[config.mk]
export PLATFORM = sky130hd
export DESIGN_NAME = micro_language_tokenizer
export DESIGN_NICKNAME = d
export VERILOG_FILES = /design/src/sv/mlt_pkg.sv /design/src/sv/mlt_scan.sv /design/src/sv/mlt_obuf.sv /design/src/sv/micro_language_tokenizer.sv
export VERILOG_INCLUDE_DIRS = /design/src /design/src/sv
export SDC_FILE = /design/constraint.sdc
export NUM_CORES = 1
export LEC_CHECK = 0
export BUFFER_PORTS_ARGS = -buffer_cell sky130_fd_sc_hd__buf_2
export CELL_PAD_IN_SITES_DETAIL_PLACEMENT = 0
export CELL_PAD_IN_SITES_GLOBAL_PLACEMENT = 1
export CORE_MARGIN = 3
export CORE_UTILIZATION = 46
export DETAILED_ROUTE_END_ITERATION = 16
export PLACE_DENSITY_LB_ADDON = 0.1
export SYNTH_ARGS = -nofsm -noshare
export SYNTH_HDL_FRONTEND = slang
export SYNTH_SLANG_ARGS = --single-unit
[constraint.sdc]
create_clock -name clk_i -period 3.9 [get_ports clk_i]
set_clock_uncertainty 0.05 [all_clocks]
set_input_delay 1.17 -clock clk_i [delete_from_list [all_inputs] [get_ports clk_i]]
set_output_delay 1.17 -clock clk_i [all_outputs]
set_load 0.01 [all_outputs]
[src/sv/micro_language_tokenizer_macros.svh]
// Assertion macros shared by the tokenizer RTL.
`ifndef MICRO_LANGUAGE_TOKENIZER_MACROS_SVH
`define MICRO_LANGUAGE_TOKENIZER_MACROS_SVH

// Check a property on every rising clock edge outside reset.
`define MLT_ASSERT(lbl, prop, msg) \
  lbl: assert property (@(posedge clk_i) disable iff (!rst_ni) (prop)) else $error(msg);

// Check that a condition never holds outside reset.
`define MLT_ASSERT_NEVER(lbl, cond, msg) \
  `MLT_ASSERT(lbl, !(cond), msg)

`endif

[src/sv/mlt_pkg.sv]
// Types, codes and keyword tables for the tokenizer.
`timescale 1ns / 1ps
`default_nettype none
package mlt_pkg;

  localparam int unsigned LEXEME_MAX_DEF = 32;
  localparam int unsigned LEN_W = 6;
  localparam int unsigned POS_W = 7;

  // character classes
  typedef enum logic [3:0] {
    CL_LETTER = 4'd0,
    CL_DIGIT  = 4'd1,
    CL_PLUS   = 4'd2,
    CL_MINUS  = 4'd3,
    CL_LPAREN = 4'd4,
    CL_RPAREN = 4'd5,
    CL_COMMA  = 4'd6,
    CL_SEMI   = 4'd7,
    CL_COLON  = 4'd8,
    CL_EQUAL  = 4'd9,
    CL_EOT    = 4'd10,
    CL_SPACE  = 4'd11,
    CL_OTHER  = 4'd12
  } cls_e;

  // token kinds
  typedef enum logic [3:0] {
    TK_INICIO   = 4'd0,
    TK_FIN      = 4'd1,
    TK_LEER     = 4'd2,
    TK_ESCRIBIR = 4'd3,
    TK_ID       = 4'd4,
    TK_CONST    = 4'd5,
    TK_LPAREN   = 4'd6,
    TK_RPAREN   = 4'd7,
    TK_SEMI     = 4'd8,
    TK_COMMA    = 4'd9,
    TK_ASSIGN   = 4'd10,
    TK_PLUS     = 4'd11,
    TK_MINUS    = 4'd12,
    TK_END      = 4'd13,
    TK_ERROR    = 4'd14
  } tok_e;

  // scanner states
  typedef enum logic [3:0] {
    ST_START = 4'd0,
    ST_IDENT = 4'd1,
    ST_CONST = 4'd3,
    ST_COLON = 4'd11
  } st_e;

  typedef struct packed {
    tok_e             kind;
    logic [LEN_W-1:0] len;
    logic             too_long;
    logic             last;
  } token_t;

  // up to two tokens caused by one character
  typedef struct packed {
    logic [1:0] n;
    token_t     t0;
    token_t     t1;
  } scan_res_t;

  typedef struct packed {
    logic       room;
    logic [1:0] cnt;
  } obuf_stat_t;

  // reserved words, one row each, zero padded
  localparam int unsigned KW_NUM = 4;
  localparam logic [7:0] KW_CHARS [KW_NUM][8] = '{
    '{"i", "n", "i", "c", "i", "o", 8'h00, 8'h00},
    '{"f", "i", "n", 8'h00, 8'h00, 8'h00, 8'h00, 8'h00},
    '{"l", "e", "e", "r", 8'h00, 8'h00, 8'h00, 8'h00},
    '{"e", "s", "c", "r", "i", "b", "i", "r"}
  };
  localparam logic [POS_W-1:0] KW_LEN [KW_NUM] = '{7'd6, 7'd3, 7'd4, 7'd8};

endpackage
`default_nettype wire

[src/sv/mlt_scan.sv]
// Character classifier, scan state machine and incremental keyword match.
`timescale 1ns / 1ps
`default_nettype none
module mlt_scan
  import mlt_pkg::*;
#(
  parameter int unsigned LEXEME_MAX = LEXEME_MAX_DEF
) (
  input  logic      clk_i,
  input  logic      rst_ni,
  input  logic      adv_i,
  input  logic [7:0] char_i,
  input  logic      end_i,
  output scan_res_t res_o
);

  localparam int unsigned CW = $clog2(LEXEME_MAX + 1);

  typedef struct packed {
    logic emit;
    tok_e kind;
    logic [LEN_W-1:0] len;
    st_e  nxt;
    logic begin_lex;
  } start_t;

  st_e               st_q, st_d;
  logic [CW-1:0]     cnt_q, cnt_d;
  logic              ovf_q, ovf_d;
  logic [KW_NUM-1:0] match_q, match_d;

  cls_e   cls;
  start_t sa;
  logic   pv, sv;
  token_t ptok, stok;
  tok_e   word_kind;
  logic   do_start, do_push;

  function automatic cls_e classify(logic [7:0] c, logic e);
    cls_e r;
    r = CL_OTHER;
    if (e) r = CL_EOT;
    else if ((c >= "A" && c <= "Z") || (c >= "a" && c <= "z")) r = CL_LETTER;
    else if (c >= "0" && c <= "9") r = CL_DIGIT;
    else begin
      case (c)
        "+": r = CL_PLUS;
        "-": r = CL_MINUS;
        "(": r = CL_LPAREN;
        ")": r = CL_RPAREN;
        ",": r = CL_COMMA;
        ";": r = CL_SEMI;
        ":": r = CL_COLON;
        "=": r = CL_EQUAL;
        8'h20, 8'h09, 8'h0a, 8'h0b, 8'h0c, 8'h0d: r = CL_SPACE;
        default: r = CL_OTHER;
      endcase
    end
    return r;
  endfunction

  // outcome of a character seen from the start state
  function automatic start_t start_f(cls_e k);
    start_t r;
    r = '{emit: 1'b1, kind: TK_ERROR, len: LEN_W'(1), nxt: ST_START, begin_lex: 1'b0};
    case (k)
      CL_LETTER: begin r.emit = 1'b0; r.nxt = ST_IDENT; r.begin_lex = 1'b1; end
      CL_DIGIT:  begin r.emit = 1'b0; r.nxt = ST_CONST; r.begin_lex = 1'b1; end
      CL_COLON:  begin r.emit = 1'b0; r.nxt = ST_COLON; r.begin_lex = 1'b1; end
      CL_PLUS:   r.kind = TK_PLUS;
      CL_MINUS:  r.kind = TK_MINUS;
      CL_LPAREN: r.kind = TK_LPAREN;
      CL_RPAREN: r.kind = TK_RPAREN;
      CL_COMMA:  r.kind = TK_COMMA;
      CL_SEMI:   r.kind = TK_SEMI;
      CL_EOT:    begin r.kind = TK_END; r.len = '0; end
      CL_SPACE:  r.emit = 1'b0;
      default:   r.kind = TK_ERROR;
    endcase
    return r;
  endfunction

  assign cls = classify(char_i, end_i);
  assign sa  = start_f(cls);

  // resolve a finished identifier against the reserved words
  always_comb begin
    word_kind = TK_ID;
    for (int k = KW_NUM - 1; k >= 0; k--) begin
      if (!ovf_q && match_q[k] && (POS_W'(cnt_q) == KW_LEN[k])) word_kind = tok_e'(4'(k));
    end
  end

  // next state and lexeme tracking
  always_comb begin
    st_d     = st_q;
    cnt_d    = cnt_q;
    ovf_d    = ovf_q;
    match_d  = match_q;
    do_start = 1'b0;
    do_push  = 1'b0;
    case (st_q)
      ST_IDENT: begin
        if (cls == CL_LETTER || cls == CL_DIGIT) do_push = 1'b1;
        else begin
          st_d     = ST_START;
          do_start = (cls != CL_SPACE);
        end
      end
      ST_CONST: begin
        if (cls == CL_DIGIT) do_push = 1'b1;
        else begin
          st_d     = ST_START;
          do_start = (cls != CL_SPACE);
        end
      end
      ST_COLON: st_d = ST_START;
      default:  do_start = 1'b1;
    endcase
    if (do_start) begin
      st_d = sa.nxt;
      if (sa.begin_lex) begin
        cnt_d = CW'(1);
        ovf_d = 1'b0;
        for (int k = 0; k < KW_NUM; k++) match_d[k] = (char_i == KW_CHARS[k][0]);
      end
    end
    if (do_push) begin
      if (cnt_q < CW'(LEXEME_MAX)) begin
        cnt_d = cnt_q + CW'(1);
        for (int k = 0; k < KW_NUM; k++) begin
          match_d[k] = match_q[k] && (POS_W'(cnt_q) < KW_LEN[k])
                       && (char_i == KW_CHARS[k][3'(cnt_q)]);
        end
      end else begin
        ovf_d = 1'b1;
      end
    end
  end

  // tokens caused by this character
  always_comb begin
    pv   = 1'b0;
    ptok = '{kind: TK_ERROR, len: '0, too_long: 1'b0, last: 1'b0};
    sv   = do_start && sa.emit;
    stok = '{kind: sa.kind, len: sa.len, too_long: 1'b0, last: 1'b0};
    case (st_q)
      ST_IDENT: begin
        pv   = !do_push;
        ptok = '{kind: word_kind, len: LEN_W'(cnt_q), too_long: ovf_q, last: 1'b0};
      end
      ST_CONST: begin
        pv   = !do_push;
        ptok = '{kind: TK_CONST, len: LEN_W'(cnt_q), too_long: ovf_q, last: 1'b0};
      end
      ST_COLON: begin
        pv = 1'b1;
        if (cls == CL_EQUAL) ptok.kind = TK_ASSIGN;
        ptok.len = (cls == CL_SPACE || cls == CL_EOT) ? LEN_W'(1) : LEN_W'(2);
        if (cls == CL_EOT) begin
          sv   = 1'b1;
          stok = '{kind: TK_END, len: '0, too_long: 1'b0, last: 1'b0};
        end
      end
      default: pv = 1'b0;
    endcase
  end

  // pack into the result pair, marking the last token
  always_comb begin
    res_o = '0;
    if (pv && sv) begin
      res_o.n  = 2'd2;
      res_o.t0 = ptok;
      res_o.t1 = stok;
      res_o.t1.last = 1'b1;
    end else if (pv) begin
      res_o.n  = 2'd1;
      res_o.t0 = ptok;
      res_o.t0.last = 1'b1;
    end else if (sv) begin
      res_o.n  = 2'd1;
      res_o.t0 = stok;
      res_o.t0.last = 1'b1;
    end
  end

  // advance the scan state once per accepted character
  always_ff @(posedge clk_i or negedge rst_ni) begin
    if (!rst_ni) begin
      st_q    <= ST_START;
      cnt_q   <= '0;
      ovf_q   <= 1'b0;
      match_q <= '0;
    end else if (adv_i) begin
      st_q    <= st_d;
      cnt_q   <= cnt_d;
      ovf_q   <= ovf_d;
      match_q <= match_d;
    end
  end

endmodule
`default_nettype wire

[src/sv/mlt_obuf.sv]
// Two-entry result buffer that drains one token per cycle while ready_i is high.
`timescale 1ns / 1ps
`default_nettype none
module mlt_obuf
  import mlt_pkg::*;
(
  input  logic       clk_i,
  input  logic       rst_ni,
  input  logic       load_i,
  input  scan_res_t  res_i,
  input  logic       ready_i,
  output logic       valid_o,
  output token_t     head_o,
  output obuf_stat_t stat_o
);

  logic [1:0] cnt_q;
  token_t     slot0_q, slot1_q;
  logic       pop;

  assign valid_o     = (cnt_q != 2'd0);
  assign head_o      = slot0_q;
  assign pop         = valid_o && ready_i;
  assign stat_o.cnt  = cnt_q;
  assign stat_o.room = (cnt_q == 2'd0) || ((cnt_q == 2'd1) && ready_i);

  // track occupancy
  always_ff @(posedge clk_i or negedge rst_ni) begin
    if (!rst_ni) begin
      cnt_q <= 2'd0;
    end else if (load_i) begin
      cnt_q <= res_i.n;
    end else if (pop) begin
      cnt_q <= cnt_q - 2'd1;
    end
  end

  // load a fresh pair or shift the second token forward
  always_ff @(posedge clk_i) begin
    if (load_i) begin
      slot0_q <= res_i.t0;
      slot1_q <= res_i.t1;
    end else if (pop) begin
      slot0_q <= slot1_q;
    end
  end

endmodule
`default_nettype wire

[src/sv/micro_language_tokenizer.sv]
// Top level of the tokenizer: input register, scanner and result buffer.
//
//  channel  direction  tdata bits (low first)                 tuser / tlast
//  s_*      in         [7:0] char_code                        tuser: end_mark
//  m_*      out        [3:0] token_kind [9:4] lexeme_length   tlast: last
//                      [10] too_long, [15:11] zero
//
// One character per cycle while the result buffer has room: a character enters
// the input register, is scanned and its tokens are loaded into the result buffer.
// A character that causes two tokens holds the buffer while they drain, as the
// output drains one token per cycle while ready; that buffer sets the rate.
// Reset returns the scanner to the start state with both buffers empty.
// A stall on the output backs up through the buffer into the input register.
`timescale 1ns / 1ps
`default_nettype none
`include "micro_language_tokenizer_macros.svh"
module micro_language_tokenizer
  import mlt_pkg::*;
#(
  parameter int unsigned LEXEME_MAX = LEXEME_MAX_DEF
) (
  input  logic        clk_i,
  input  logic        rst_ni,
  input  logic        s_tvalid_i,
  output logic        s_tready_o,
  input  logic [7:0]  s_tdata_i,   // [7:0] char_code
  input  logic        s_tuser_i,   // [0] end_mark
  output logic        m_tvalid_o,
  input  logic        m_tready_i,
  output logic [15:0] m_tdata_o,   // [3:0] token_kind, [9:4] lexeme_length, [10] too_long
  output logic        m_tlast_o    // last
);

  logic       in_valid_q;
  logic [7:0] in_char_q;
  logic       in_end_q;
  logic       advance;
  scan_res_t  res;
  token_t     head;
  obuf_stat_t stat;

  assign advance    = in_valid_q && stat.room;
  assign s_tready_o = !in_valid_q || advance;

  // hold the accepted request until the scanner takes it
  always_ff @(posedge clk_i or negedge rst_ni) begin
    if (!rst_ni) begin
      in_valid_q <= 1'b0;
    end else if (s_tready_o) begin
      in_valid_q <= s_tvalid_i;
    end
  end

  always_ff @(posedge clk_i) begin
    if (s_tready_o && s_tvalid_i) begin
      in_char_q <= s_tdata_i;
      in_end_q  <= s_tuser_i;
    end
  end

  mlt_scan #(
    .LEXEME_MAX(LEXEME_MAX)
  ) u_scan (
    .clk_i (clk_i),
    .rst_ni(rst_ni),
    .adv_i (advance),
    .char_i(in_char_q),
    .end_i (in_end_q),
    .res_o (res)
  );

  mlt_obuf u_obuf (
    .clk_i  (clk_i),
    .rst_ni (rst_ni),
    .load_i (advance),
    .res_i  (res),
    .ready_i(m_tready_i),
    .valid_o(m_tvalid_o),
    .head_o (head),
    .stat_o (stat)
  );

  assign m_tdata_o = {5'd0, head.too_long, head.len, head.kind};
  assign m_tlast_o = head.last;

  `MLT_ASSERT_NEVER(a_obuf_bound, stat.cnt == 2'd3, "result buffer overfilled")
  `MLT_ASSERT(a_pair_follows, m_tvalid_o && m_tready_i && !m_tlast_o |=> m_tvalid_o, "second token missing")
  `MLT_ASSERT(a_in_hold, in_valid_q && !advance |=> in_valid_q && $stable(in_char_q), "input request lost")
  `MLT_ASSERT_NEVER(a_two_tail, advance && res.n == 2'd2 && res.t0.last, "first of two tokens marked last")

endmodule
`default_nettype wire
# [Yosys cells after proc, flatten, opt, wreduce, memory -nomap -nowiden]
# Memory sizes are Yosys's and may differ from the RTL's. A register that Yosys moved wholly into a read port is not among the register bits.
# Index checks and enable logic that the tools add are counted.
[op_classes] n_eq_ne=30 n_mux=60 n_bitwise=1 n_lt_le_gt_ge=12 n_reduce_logical=42 add_sub_neg=2
[ops] op="two-way mux 8 bit" n=8
[ops] op="two-way mux 12 bit" n=4
[ops] op="two-way mux 4 bit" n=11
[ops] op="equality test 8 x 7 -> 1 bit, second input constant" n=4
[ops] op="equality test 8 bit" n=4
[ops] op="two-way mux 6 bit" n=5
[ops] op="one-hot mux 10 bit (3 select lines)" n=1
[ops] op="two-way mux 14 bit" n=2
[ops] op="one-hot mux 4 bit (7 select lines)" n=1
[ops] op="logical AND 1 bit" n=25
[ops] op="equality test 4 bit, second input constant" n=5
[ops] op="equality test 4 x 3 -> 1 bit, second input constant" n=4
[ops] op=">= comparator 8 x 7 -> 1 bit, second input constant" n=2
[ops] op="less-or-equal comparator 8 x 7 -> 1 bit, second input constant" n=2
[ops] op="two-way mux 3 bit" n=5
[ops] op="one-hot mux 5 bit (3 select lines)" n=1
[ops] op="two-way mux 1 bit" n=13
[ops] op="two-way mux 13 bit" n=1
[ops] op="equality test 4 x 2 -> 1 bit, second input constant" n=3
[ops] op="equality test 6 x 3 -> 1 bit, second input constant" n=2
[ops] op="less-than comparator 6 x 3 -> 1 bit, second input constant" n=2
[ops] op="one-hot mux 4 bit (3 select lines)" n=1
[ops] op="equality test 4 x 1 -> 1 bit, second input constant" n=2
[ops] op=">= comparator 8 x 6 -> 1 bit, second input constant" n=1
[ops] op="other kinds (25)" n=38
[word_totals] word_cells=168 out_inout_bits=19 mem_bits_ro=512 reg_bits=51 memories=5
[mem_list] name="(name not given)" words=64 width=4 read_ports=1 rd_clocked_by_memory_dff=1 wr=0 line="mlt_scan.sv:46" source="case (c)"
[mem_list] name="(name not given)" words=8 width=8 read_ports=1 rd_clocked_by_memory_dff=0 wr=0 line="mlt_scan.sv:133" source="&& (char_i == KW_CHARS[k][3'(cnt_q)]);"
[mem_list] name="(name not given)" words=8 width=8 read_ports=1 rd_clocked_by_memory_dff=0 wr=0 line="mlt_scan.sv:133"
[mem_list] name="(name not given)" words=8 width=8 read_ports=1 rd_clocked_by_memory_dff=0 wr=0 line="mlt_scan.sv:133"
[mem_list] name="(name not given)" words=8 width=8 read_ports=1 rd_clocked_by_memory_dff=0 wr=0 line="mlt_scan.sv:133"

# [Longest topological paths before layout]
# Gate-level depths: netlist (run 1).
[logic_depth] word_depth=16 mapped_depth=12

# [Modules after synthesis]
# A second synthesis (run 1) with hierarchy kept.
[hier_totals] cells_unflattened=356 area_unflattened_um2=3523.4
[by_module_without_submodules] module="mlt_scan" area_per_inst_um2=2123.3 cells_per_inst=280 n_inst=1
[by_module_without_submodules] module="mlt_obuf" area_per_inst_um2=1028.5 cells_per_inst=56 n_inst=1
[by_module_without_submodules] module="micro_language_tokenizer" area_per_inst_um2=371.6 cells_per_inst=20 n_inst=1

# [Least setup slack after synthesis (run 1)]
# No wires, ideal clock.
[synth_timing] path_kind="register to register" from="register in_char_q[1]" to="register u_obuf.slot0_q (netlist bit u_obuf.head_o[9]), data pin" setup_time_ns=0.269 path_buffers=2 required_time_ns=3.581 path_stages_with_launch=13 arrival_ns=2.660 slack_ns=0.921 cell_sequence="edfxtp_1 buf_6 o21a_1 or4_4 buf_6 a31oi_1 nor2_1 a31o_2 ha_1 a31oi_1 nand3_2 a31oi_1 o41ai_1"
[synth_between] elab_chain_len=16 elab_cells_between_ends=47 classes_between="6 x order compare; 11 x eq/ne; 20 x mux; 10 x reduce/logical"
[synth_rtl] element="start: declaration" line="micro_language_tokenizer.sv:35" source="logic [7:0] in_char_q;"
[synth_rtl] element="start signal: assignment" line="micro_language_tokenizer.sv:56" source="in_char_q <= s_tdata_i;"
[synth_rtl] element=">= comparator 8 x 6 -> 1 bit (tied with other cells)" line="mlt_scan.sv:44" source="else if (c >= \"0\" && c <= \"9\") r = CL_DIGIT;"
[synth_rtl] element="logical AND 1 bit (on tied branches)" line="mlt_scan.sv:44, mlt_scan.sv:43"
[synth_rtl] element="two-way mux 4 bit or logical OR 1 bit (tied branches)" line="mlt_scan.sv:44, mlt_scan.sv:43"
[synth_rtl] element="two-way mux 4 bit (*)" line="mlt_scan.sv:43" source="else if ((c >= \"A\" && c <= \"Z\") || (c >= \"a\" && c <= \"z\")) r = CL_LETTER;"
[synth_rtl] element="two-way mux 4 bit (*)" line="mlt_scan.sv:42" source="if (e) r = CL_EOT;"
[synth_rtl] element="equality test 4 x 1 -> 1 bit or zero test 4 bit (tied branches)" line="mlt_scan.sv:66, mlt_scan.sv:104, mlt_scan.sv:111"
[synth_rtl] element="logical OR 1 bit" line="mlt_scan.sv:104" source="if (cls == CL_LETTER || cls == CL_DIGIT) do_push = 1'b1;"
[synth_rtl] element="two-way mux 1 bit" line="mlt_scan.sv:104"
[synth_rtl] element="one-hot mux 1 bit (3 select lines)" line="mlt_scan.sv:102" source="case (st_q)"
[synth_rtl] element="logical AND 1 bit" line="mlt_scan.sv:145" source="sv = do_start && sa.emit;"
[synth_rtl] element="two-way mux 1 bit" line="mlt_scan.sv:160" source="if (cls == CL_EOT) begin"
[synth_rtl] element="two-way mux 1 bit" line="mlt_scan.sv:147" source="case (st_q)"
[synth_rtl] element="two-way mux 13 bit" line="mlt_scan.sv:181" source="end else if (sv) begin"
[synth_rtl] element="two-way mux 14 bit" line="mlt_scan.sv:177" source="end else if (pv) begin"
[synth_rtl] element="two-way mux 14 bit (*)" line="mlt_scan.sv:172" source="if (pv && sv) begin"
[synth_rtl] element="two-way mux 12 bit (*)" line="mlt_obuf.sv:40" source="if (load_i) begin"
[synth_rtl] element="end signal: assignment" line="mlt_obuf.sv:41" source="slot0_q <= res_i.t0;"
[synth_rtl] element="end signal: assignment" line="mlt_obuf.sv:44" source="slot0_q <= slot1_q;"
[synth_rtl] element="end: declaration" line="mlt_obuf.sv:18" source="token_t slot0_q, slot1_q;"
# Mark *: on every way between the ends. The rest lies on a longest branch, timed or not.
# A chain may end at the register's enable or synchronous reset.

# [Final worst setup path (run 1)]
[layout_timing] from="register in_char_q[3]" to="register u_obuf.slot0_q (netlist bit u_obuf.head_o[9]), data pin"
# The elaborated chain is that of the path after synthesis.

==> results of run 1 <==
## worst max-delay path, cell delays in order (launching register included)
cell                       delay, ns
sky130_fd_sc_hd__edfxtp_1       0.59
sky130_fd_sc_hd__o21a_1         0.23
sky130_fd_sc_hd__or4_4          0.59
sky130_fd_sc_hd__a31oi_1        0.25
sky130_fd_sc_hd__nor2_1         0.06
sky130_fd_sc_hd__a31o_2         0.22
sky130_fd_sc_hd__ha_1           0.28
sky130_fd_sc_hd__a31oi_1        0.26
sky130_fd_sc_hd__nand3_2        0.20
sky130_fd_sc_hd__o41ai_1        0.39
## cells in the mapped netlist (3+ instances only)
cell type / count
sky130_fd_sc_hd__a211oi_1: 6
sky130_fd_sc_hd__a21oi_1: 13
sky130_fd_sc_hd__a31oi_1: 11
sky130_fd_sc_hd__and2_1: 11
sky130_fd_sc_hd__and3_1: 4
sky130_fd_sc_hd__buf_1: 4
sky130_fd_sc_hd__buf_2: 5
sky130_fd_sc_hd__buf_4: 5
sky130_fd_sc_hd__clkbuf_1: 12
sky130_fd_sc_hd__dfrtp_1: 17
sky130_fd_sc_hd__dfxtp_1: 4
sky130_fd_sc_hd__edfxtp_1: 27
sky130_fd_sc_hd__ha_1: 11
sky130_fd_sc_hd__inv_1: 16
sky130_fd_sc_hd__mux2_2: 5
sky130_fd_sc_hd__mux2i_1: 8
sky130_fd_sc_hd__nand2_1: 31
sky130_fd_sc_hd__nand2b_1: 8
sky130_fd_sc_hd__nand3_1: 14
sky130_fd_sc_hd__nand3b_1: 3
sky130_fd_sc_hd__nand4_1: 4
sky130_fd_sc_hd__nand4b_1: 3
sky130_fd_sc_hd__nor2_1: 31
sky130_fd_sc_hd__nor2b_1: 7
sky130_fd_sc_hd__nor3_1: 7
sky130_fd_sc_hd__nor3b_1: 4
sky130_fd_sc_hd__nor4_1: 8
sky130_fd_sc_hd__o211ai_1: 4
sky130_fd_sc_hd__o21ai_0: 20
sky130_fd_sc_hd__o21ai_1: 5
sky130_fd_sc_hd__o221a_1: 3
sky130_fd_sc_hd__o31ai_1: 3
sky130_fd_sc_hd__or3_1: 6
sky130_fd_sc_hd__xnor2_1: 5
sky130_fd_sc_hd__xor2_1: 4
## sequential cells by signal (all words and copies together), names as in the netlist, named ones only
register,cells
u_scan.cnt_q,6
u_scan.ovf_q,1
u_obuf.head_o,12
u_scan.match_q,4
u_obuf.slot1_q,6
u_scan.st_q,3
u_obuf.cnt_q,2
in_char_q,8
in_valid_q,1
in_end_q,1
## layout by cell type, fill, tap and decap left out, types with 6 or more instances in the layout
| master | count |
|---|---|
| sky130_fd_sc_hd__or3_1 | 6 |
| sky130_fd_sc_hd__nand3_1 | 14 |
| sky130_fd_sc_hd__nor2b_1 | 7 |
| sky130_fd_sc_hd__o21ai_0 | 20 |
| sky130_fd_sc_hd__dfrtp_1 | 17 |
| sky130_fd_sc_hd__nor4_1 | 8 |
| sky130_fd_sc_hd__buf_4 | 7 |
| sky130_fd_sc_hd__a211oi_1 | 6 |
| sky130_fd_sc_hd__nor2_1 | 31 |
| sky130_fd_sc_hd__buf_2 | 26 |
| sky130_fd_sc_hd__inv_1 | 16 |
| sky130_fd_sc_hd__edfxtp_1 | 27 |
| sky130_fd_sc_hd__and2_1 | 11 |
| sky130_fd_sc_hd__nor3_1 | 7 |
| sky130_fd_sc_hd__nand2_1 | 31 |
| sky130_fd_sc_hd__nand2b_1 | 8 |
| sky130_fd_sc_hd__mux2i_1 | 8 |
| sky130_fd_sc_hd__a31oi_1 | 11 |
| sky130_fd_sc_hd__a21oi_1 | 13 |
| sky130_fd_sc_hd__ha_1 | 11 |
## metrics by stage
step                utilization  power, µW  area [µm²]  cells  worst slack [ns]
floorplan                     -       2008        3521    389            0.9209
global placement         0.5028       2374        3686    493            0.6932
finish                   0.5185       2750        3801    501            0.5847
detailed placement       0.5028       2386        3686    493            0.6146
CTS                      0.5185       2755        3801    501            0.6031
global route             0.5185       2964        3801    501            0.3723
## cells by family after synthesis
logic type	share of synthesized area
mux	0.03890
buf+inv	0.05853
xor+xnor	0.02248
flops	0.3754
other cells	0.001070
compound gates	0.2166
simple gates	0.2477
fa+ha+maj	0.03926
## power by group through the flow
stage	registers, µW	logic, µW	clock network [µW]
2_1_floorplan	896	1110	0
3_3_place_gp	977	1400	0
3_5_place_dp	982	1400	0
4_1_cts	971	1410	373
5_1_grt	1000	1560	398
6_report	971	1410	370
## how the worst min path moves through the flow
stage | slack (ns) | depth (start not counted) | from | to
6_report | 0.48 | 2 | u_obuf.slot1_q[0]$_DFFE_PP_ | u_obuf.head_o[0]$_DFFE_PP_
3_5_place_dp | 0.46 | 2 | u_obuf.slot1_q[0]$_DFFE_PP_ | u_obuf.head_o[0]$_DFFE_PP_
3_3_place_gp | 0.45 | 2 | u_obuf.slot1_q[0]$_DFFE_PP_ | u_obuf.head_o[0]$_DFFE_PP_
2_1_floorplan | 0.44 | 1 | u_scan.match_q[0]$_DFFE_PN0P_ | u_scan.match_q[0]$_DFFE_PN0P_
4_1_cts | 0.49 | 2 | u_obuf.slot1_q[0]$_DFFE_PP_ | u_obuf.head_o[0]$_DFFE_PP_
5_1_grt | 0.52 | 2 | u_obuf.slot1_q[0]$_DFFE_PP_ | u_obuf.head_o[0]$_DFFE_PP_
## routing by layer
metal	global-route usage	up-vias	share of wire
met5	0	-	0
met4	0.05128	0	0.013
met3	0.02172	11	0.035
met2	0.3300	70	0.47
met1	0.2776	1403	0.48
li1	-	1475	-
## layout make-up
type,instances,area share
clock buffer,5,0.01810
clock inverter,3,0.01218
inverter,16,0.01580
multi-input combinational,297,0.5270
sequential,48,0.3463
tap,99,0.03259
timing repair buffer,33,0.04806
==> run summary, run 1 <==
The number of flip-flops and latches in the synthesized netlist is 48, and the cell-internal power is 1532 µW. The routability congestion estimate from global placement was 0.8319; the max-slew headroom at the worst pin was 0.5606. The via count was 2,959.

The tool flagged a number of max-cap violations equal to 0. In this run the tool buffered the top-level ports with 26 buffer cells. The count of nets left with antenna violations once routing finished came out at 0.

The setup path with the least slack is of type reg2reg. For flop-to-flop paths, the worst setup slack is 0.58 ns. Initial antenna violation count: 0.

Number of global-route vias before repair: 2,775. CTS placed an instance of sky130_fd_sc_hd__clkbuf_8 at the clock tree root. The tools report the summed instance area of the synthesized netlist as 3506 µm². First element of the critical path: in_char_q[3]$_DFFE_PP_.

At the pin with the least slew margin, the transition time is 0.6591 ns. Power spread over the standard cell area amounts to 723.4 nW/µm². CTS built an H-tree with a depth of 2. The switching power of the nets came out at 1218 µW.

The sequential cell area is 1316 µm², and the starting density of the core is 0.4782. Along the worst path, the maximum fanout reaches 15. The number of iterations in the first detailed-routing pass is 4. Setup repair after global routing left no endpoint under its margin.

From left edge to right edge, the die measures 93.30 µm. Derived from the worst setup path, the maximum achievable clock frequency is 0.3016 GHz. The floorplan step set the die height to 93.30 µm. The number of antenna diodes in the final layout is 0. The sort of element at the end of the critical path was a flop. By area the synthesized netlist is led by sky130_fd_sc_hd__edfxtp_1 23%, sky130_fd_sc_hd__dfrtp_1 12%, sky130_fd_sc_hd__ha_1 3.9%, sky130_fd_sc_hd__nand2_1 3.3%, sky130_fd_sc_hd__nor2_1 3.3%. In the routed design, unresolved DRC markers number 0. The die covers 8705 µm². For the gate count of the mapped netlist, the log shows 385. In this run the critical register-to-register path is launched from in_char_q[3]$_DFFE_PP_. Hold repair after CTS inserted 0 buffers.

The logs give 32 for the number of top-level design ports and 688 for the number of filler cells placed in the layout. IR analysis of the VDD net gives a maximum drop of 0.0002792 V. STA classifies the critical path startpoint as a flop. After clock tree synthesis, the clock-pin slew on the worst setup and hold paths is 0.10 ns. After synthesis, the mean cell area works out to 9.106 µm².

The worst hold slack after final layout is 0.4805 ns. The total track usage is 0.1994. The flow ran to the end, and the final reports show no timing, DRC or antenna violations. The class of the worst hold path is reg2reg. In this run the standard cell core region covers 7331 µm². For the number of max-slew violations in the final report, the log shows 0.

The post-detailed-routing wire length is 8.509 mm, and the first-pass GRT wire length is 13.88 mm. Fraction of final layout cells with drive strength greater than 1: 0.1567. For the arrival time of the worst setup path, the log shows 3.38 ns. The setup TNS was 0 ns; the total clock buffers created by CTS was 5. The depth of the most critical reg-to-reg path is 9. The cell accounting for the most synthesized area is sky130_fd_sc_hd__edfxtp_1. The post-detailed-route wirelength per cell is 16.98 µm, and the number of gates given a new drive strength after cts is 0.

The violation count after the first detailed-routing iteration came out at 161. The required time of the critical path was 3.97 ns. Summing all multi-input logic gate instances after layout gives 2003 µm². The share of total power in the clock network is 0.134, and the CTS sink count is 48. The number of failing setup endpoints in the final timing report is 0, and the number of placement rows is 31. The endpoint identified for the worst register-to-register timing path is u_obuf.head_o[9]$_DFFE_PP_.

Part of the total power dissipated in sequential elements: 0.353. In this run the static leakage power is 0.001474 µW. The logic gate share of total power came out at 0.512. The Yosys step of the flow raised 0 warnings.

The final critical-path share of the clock period came out at 0.8501. The commonest register cell after synthesis was sky130_fd_sc_hd__edfxtp_1. The switching part of the total works out to 0.4428.

Post-CTS timing repair inserted 0 buffers for setup. TritonCTS built the clock tree. The clock reaches the later pin of the worst-skew pair after 0.31 ns. The number of nets in the final layout came out at 425. For the distinct cell type count of the synthesized netlist, the log shows 76. The pin count of the biggest net entering global routing was 26; the sequential area share after synthesis was 0.3754.

The final hold violation count was 0; the fraction of post-synthesis cell area in the top cell type by area was 0.2313. The clock passes through at most 2 buffers. The number of flops mapped to enable cells by yosys was 27.

The tools report the sum of net half-perimeters after detailed placement as 6.428 mm. The smallest clock period supported by the final layout is computed as 3.315 ns. The total congestion overflow was 0. In the routed layout, each cell is associated on average with a via count of 5.906. The fraction of registers with async set/reset was 0.3542. From synthesis to final layout, the design area changed by 8.423%. The tools report the end point of the critical path as u_obuf.head_o[9]$_DFFE_PP_.
(Power assumes the default switching activity.)
==> inputs of run 2 (changes only) <==
Settings changed: CORE_UTILIZATION 46 to 48, CTS_BUF_LIST set to sky130_fd_sc_hd__clkbuf_2 sky130_fd_sc_hd__clkbuf_4 sky130_fd_sc_hd__clkbuf_8.
==> run summary, run 2 (synthesized netlist as in run 1, its figures left out) <==
The flow ran to the end, and the final reports show no timing, DRC or antenna violations. For the number of nets in the final layout, the log shows 428 (was 425). The run gives 372 µm (was 297 µm) as the total met3 wirelength after detailed routing. The max-slew headroom at the worst pin is 0.5512 (was 0.5606). Most frequent cells in the layout: 31 x sky130_fd_sc_hd__nand2_1, 31 x sky130_fd_sc_hd__nor2_1, 27 x sky130_fd_sc_hd__edfxtp_1, 26 x sky130_fd_sc_hd__buf_2, 20 x sky130_fd_sc_hd__o21ai_0 (unchanged). The arrival time of the worst setup path is 3.44 ns (was 3.38 ns), and the max-cap violation count is 0 (unchanged).

The core region area was 6944 µm² (was 7331 µm²); the insertion delay to the later sink of the worst-skew pair was 0.30 ns (was 0.31 ns). Depth of the worst hold-timing path: 2 (unchanged). The tools report the initial antenna violation count as 0 (unchanged). The areal power density over the cells works out to 721.7 nW/µm² (was 723.4 nW/µm²). The maximum root-to-sink buffer count was 2 (unchanged); the final critical-path required period was 3.397 ns (was 3.315 ns). The tools report the starting density of the core as 0.5049 (was 0.4782). The clock transition at the registers of the reported paths works out to 0.09 ns (was 0.10 ns).

The tools report the number of max-slew violations in the final report as 0 (unchanged). For the final hold violation count, the log shows 0 (unchanged). The met1 wire length is 3.961 mm (was 4.069 mm), and the minimum setup slack among reg-to-reg paths is 0.50 ns (was 0.58 ns). The first-pass GRT wire length came out at 14.03 mm (was 13.88 mm).

The number of buffers inserted by port buffering is 26 (unchanged). The tools report the sort of element at the end of the critical path as a flop (unchanged). The cell occurring most often along the worst timing path is sky130_fd_sc_hd__a31oi_1 (unchanged). Routability congestion estimate from global placement: 0.8223 (was 0.8319).

The fmax is 0.2944 GHz (was 0.3016 GHz), and the depth of the most critical reg-to-reg path is 9 (unchanged). The tools report the launching point of the worst reg2reg path as in_char_q[3]$_DFFE_PP_ (unchanged). The fraction of final layout cells with drive strength greater than 1 was 0.1630 (was 0.1567).

The number of buffers inserted to repair setup after CTS was 0 (unchanged); the hold buffer count at cts was 0 (unchanged). Post-detailed-route wirelength per cell: 17.08 µm (was 16.98 µm). Master cell of the clock root buffer: sky130_fd_sc_hd__clkbuf_8 (unchanged). The number of iterations in the first detailed-routing pass is 4 (unchanged), and the DRC violation count after routing is 0 (unchanged). The largest driver fanout on the critical path came out at 15 (unchanged). The amount of wire on met2 after detailed routing is 4.080 mm (was 4.028 mm), and the final critical-path share of the clock period is 0.8711 (was 0.8501). Setup repair after global routing left no endpoint under its margin. Crit-path cells: o21a_1 -> or4_4 -> a31oi_1 -> nor2_1 -> a31o_2 -> ha_1 -> a31oi_1 -> nand3_2 -> o41ai_1 (unchanged).

Required time of the critical path: 3.94 ns (was 3.97 ns). For the sum of net half-perimeters after detailed placement, the log shows 6.334 mm (was 6.428 mm). The run gives 3,023 (was 2,959) as the via count.

The growth of design area from synthesis to finish is 8.851% (was 8.423%). The number of top-level design ports is 32 (unchanged), and the worst setup slack before clock tree synthesis is 0.5620 ns (was 0.6146 ns). The endpoint with the worst hold slack is u_obuf.head_o[0]$_DFFE_PP_ (unchanged).

The total clock buffers created by CTS came out at 5 (unchanged). The reg-to-reg critical path endpoint was u_obuf.head_o[9]$_DFFE_PP_ (unchanged). TritonCTS built the clock tree. The number of global-route vias before repair was 2,735 (was 2,775). The logs give 2 (unchanged) for the number of H-tree levels and 0 (unchanged) for the antenna diode count. The total track usage was 0.2082 (was 0.1994). The via count normalized by instance count was 6.034 (was 5.906). The logs give 0.5028 ns (was 0.5847 ns) for the setup slack after layout and 0 (unchanged) for the number of failing setup endpoints in the final timing report. The highest-delay cell along the critical path was sky130_fd_sc_hd__edfxtp_1 (unchanged).

The run gives 0.001487 µW (was 0.001474 µW) as the total leakage power. The violation count after the first detailed-routing iteration is 227 (was 161). The kind of start point of the critical path was a flop (unchanged). The run gives 0 (unchanged) as the total congestion overflow. The class of the worst hold path was reg2reg (unchanged).

The run gives 8365 µm² (was 8705 µm²) as the area of the die. Uppermost layer routed: met4 (unchanged). The critical path's largest stage delay came out at 0.61 ns (was 0.59 ns).

The logs give 0 (unchanged) for the number of gates given a new drive strength after cts and 0 ns (unchanged) for the setup TNS. The die outline width was 91.46 µm (was 93.30 µm); the highest ir drop seen on vdd was 0.0002831 V (was 0.0002792 V). The pin count of the biggest net entering global routing is 21 (was 26), and the measured slew at the worst slew-check pin is 0.6733 ns (was 0.6591 ns). The number of flip-flops in the largest register is 12 (unchanged), and the number of placement rows is 30 (was 31). The CTS sink count was 48 (unchanged); the post-detailed-routing wire length was 8.555 mm (was 8.509 mm).

Hold path startpoint: u_obuf.slot1_q[0]$_DFFE_PP_ (unchanged). The die extent in y is 91.46 µm (was 93.30 µm). The kind of critical path is reg2reg (unchanged). Residual antenna-violating net count after detailed routing: 0 (unchanged).
-- run 2: cell count changes in the layout (fill, tap and decap cells not counted), sizes merged --
cell and delta:
inv -1, buf +3, clkinv +1
-- run 2: area by class of cell --
class,instances,area [µm²]
Clock inverter,3,42.54
Tap cell,96,120.1
Sequential cell,48,1316
Timing Repair Buffer,36,205.2
Fill cell,645,3128
Multi-Input combinational cell,297,2003
Clock buffer,5,68.82
Inverter,16,60.06
-- run 2: worst max-delay path by stage --
stage,start,end,slack [ns]
floorplan,in_char_q[1]$_DFFE_PP_,u_obuf.head_o[9]$_DFFE_PP_,0.92
global placement,in_char_q[3]$_DFFE_PP_,u_obuf.head_o[9]$_DFFE_PP_,0.69
detailed placement,in_char_q[3]$_DFFE_PP_,u_obuf.head_o[9]$_DFFE_PP_,0.56
CTS,in_char_q[3]$_DFFE_PP_,u_obuf.head_o[9]$_DFFE_PP_,0.56
global route,in_char_q[3]$_DFFE_PP_,u_obuf.head_o[9]$_DFFE_PP_,0.22
finish,in_char_q[3]$_DFFE_PP_,u_obuf.head_o[9]$_DFFE_PP_,0.50
-- run 2: stage by stage --
stage / hold slack (ns) / instance area [µm²] / util / cells / total power, µW
floorplan: 0.4372 / 3521 / - / 389 / 2008
global placement: 0.4494 / 3705 / 0.5335 / 493 / 2388
detailed placement: 0.4560 / 3705 / 0.5335 / 493 / 2407
CTS: 0.4810 / 3816 / 0.5496 / 501 / 2760
global route: 0.5212 / 3816 / 0.5496 / 501 / 2991
finish: 0.4771 / 3816 / 0.5496 / 501 / 2754
-- run 2: worst max-delay path: cells and delay by family, from the launching register on --
family	cells	cell delay [ns]
DFF	1	0.61
adders and majority gates	1	0.28
AOI/OAI and AO/OA	5	1.40
and+or+nand+nor	3	0.85
-- run 2: power by group --
group          internal (µW)  leakage (µW)  switching [µW]
clock                    190     0.0000541             162
sequential               769      0.000515             197
combinational            582      0.000918             855
-- run 2: routing by layer --
metal / up-vias / global-route usage
met4: 0 / 0.06030
li1: 1479 / -
met5: - / 0
met1: 1443 / 0.2888
met3: 9 / 0.02486
met2: 92 / 0.3402
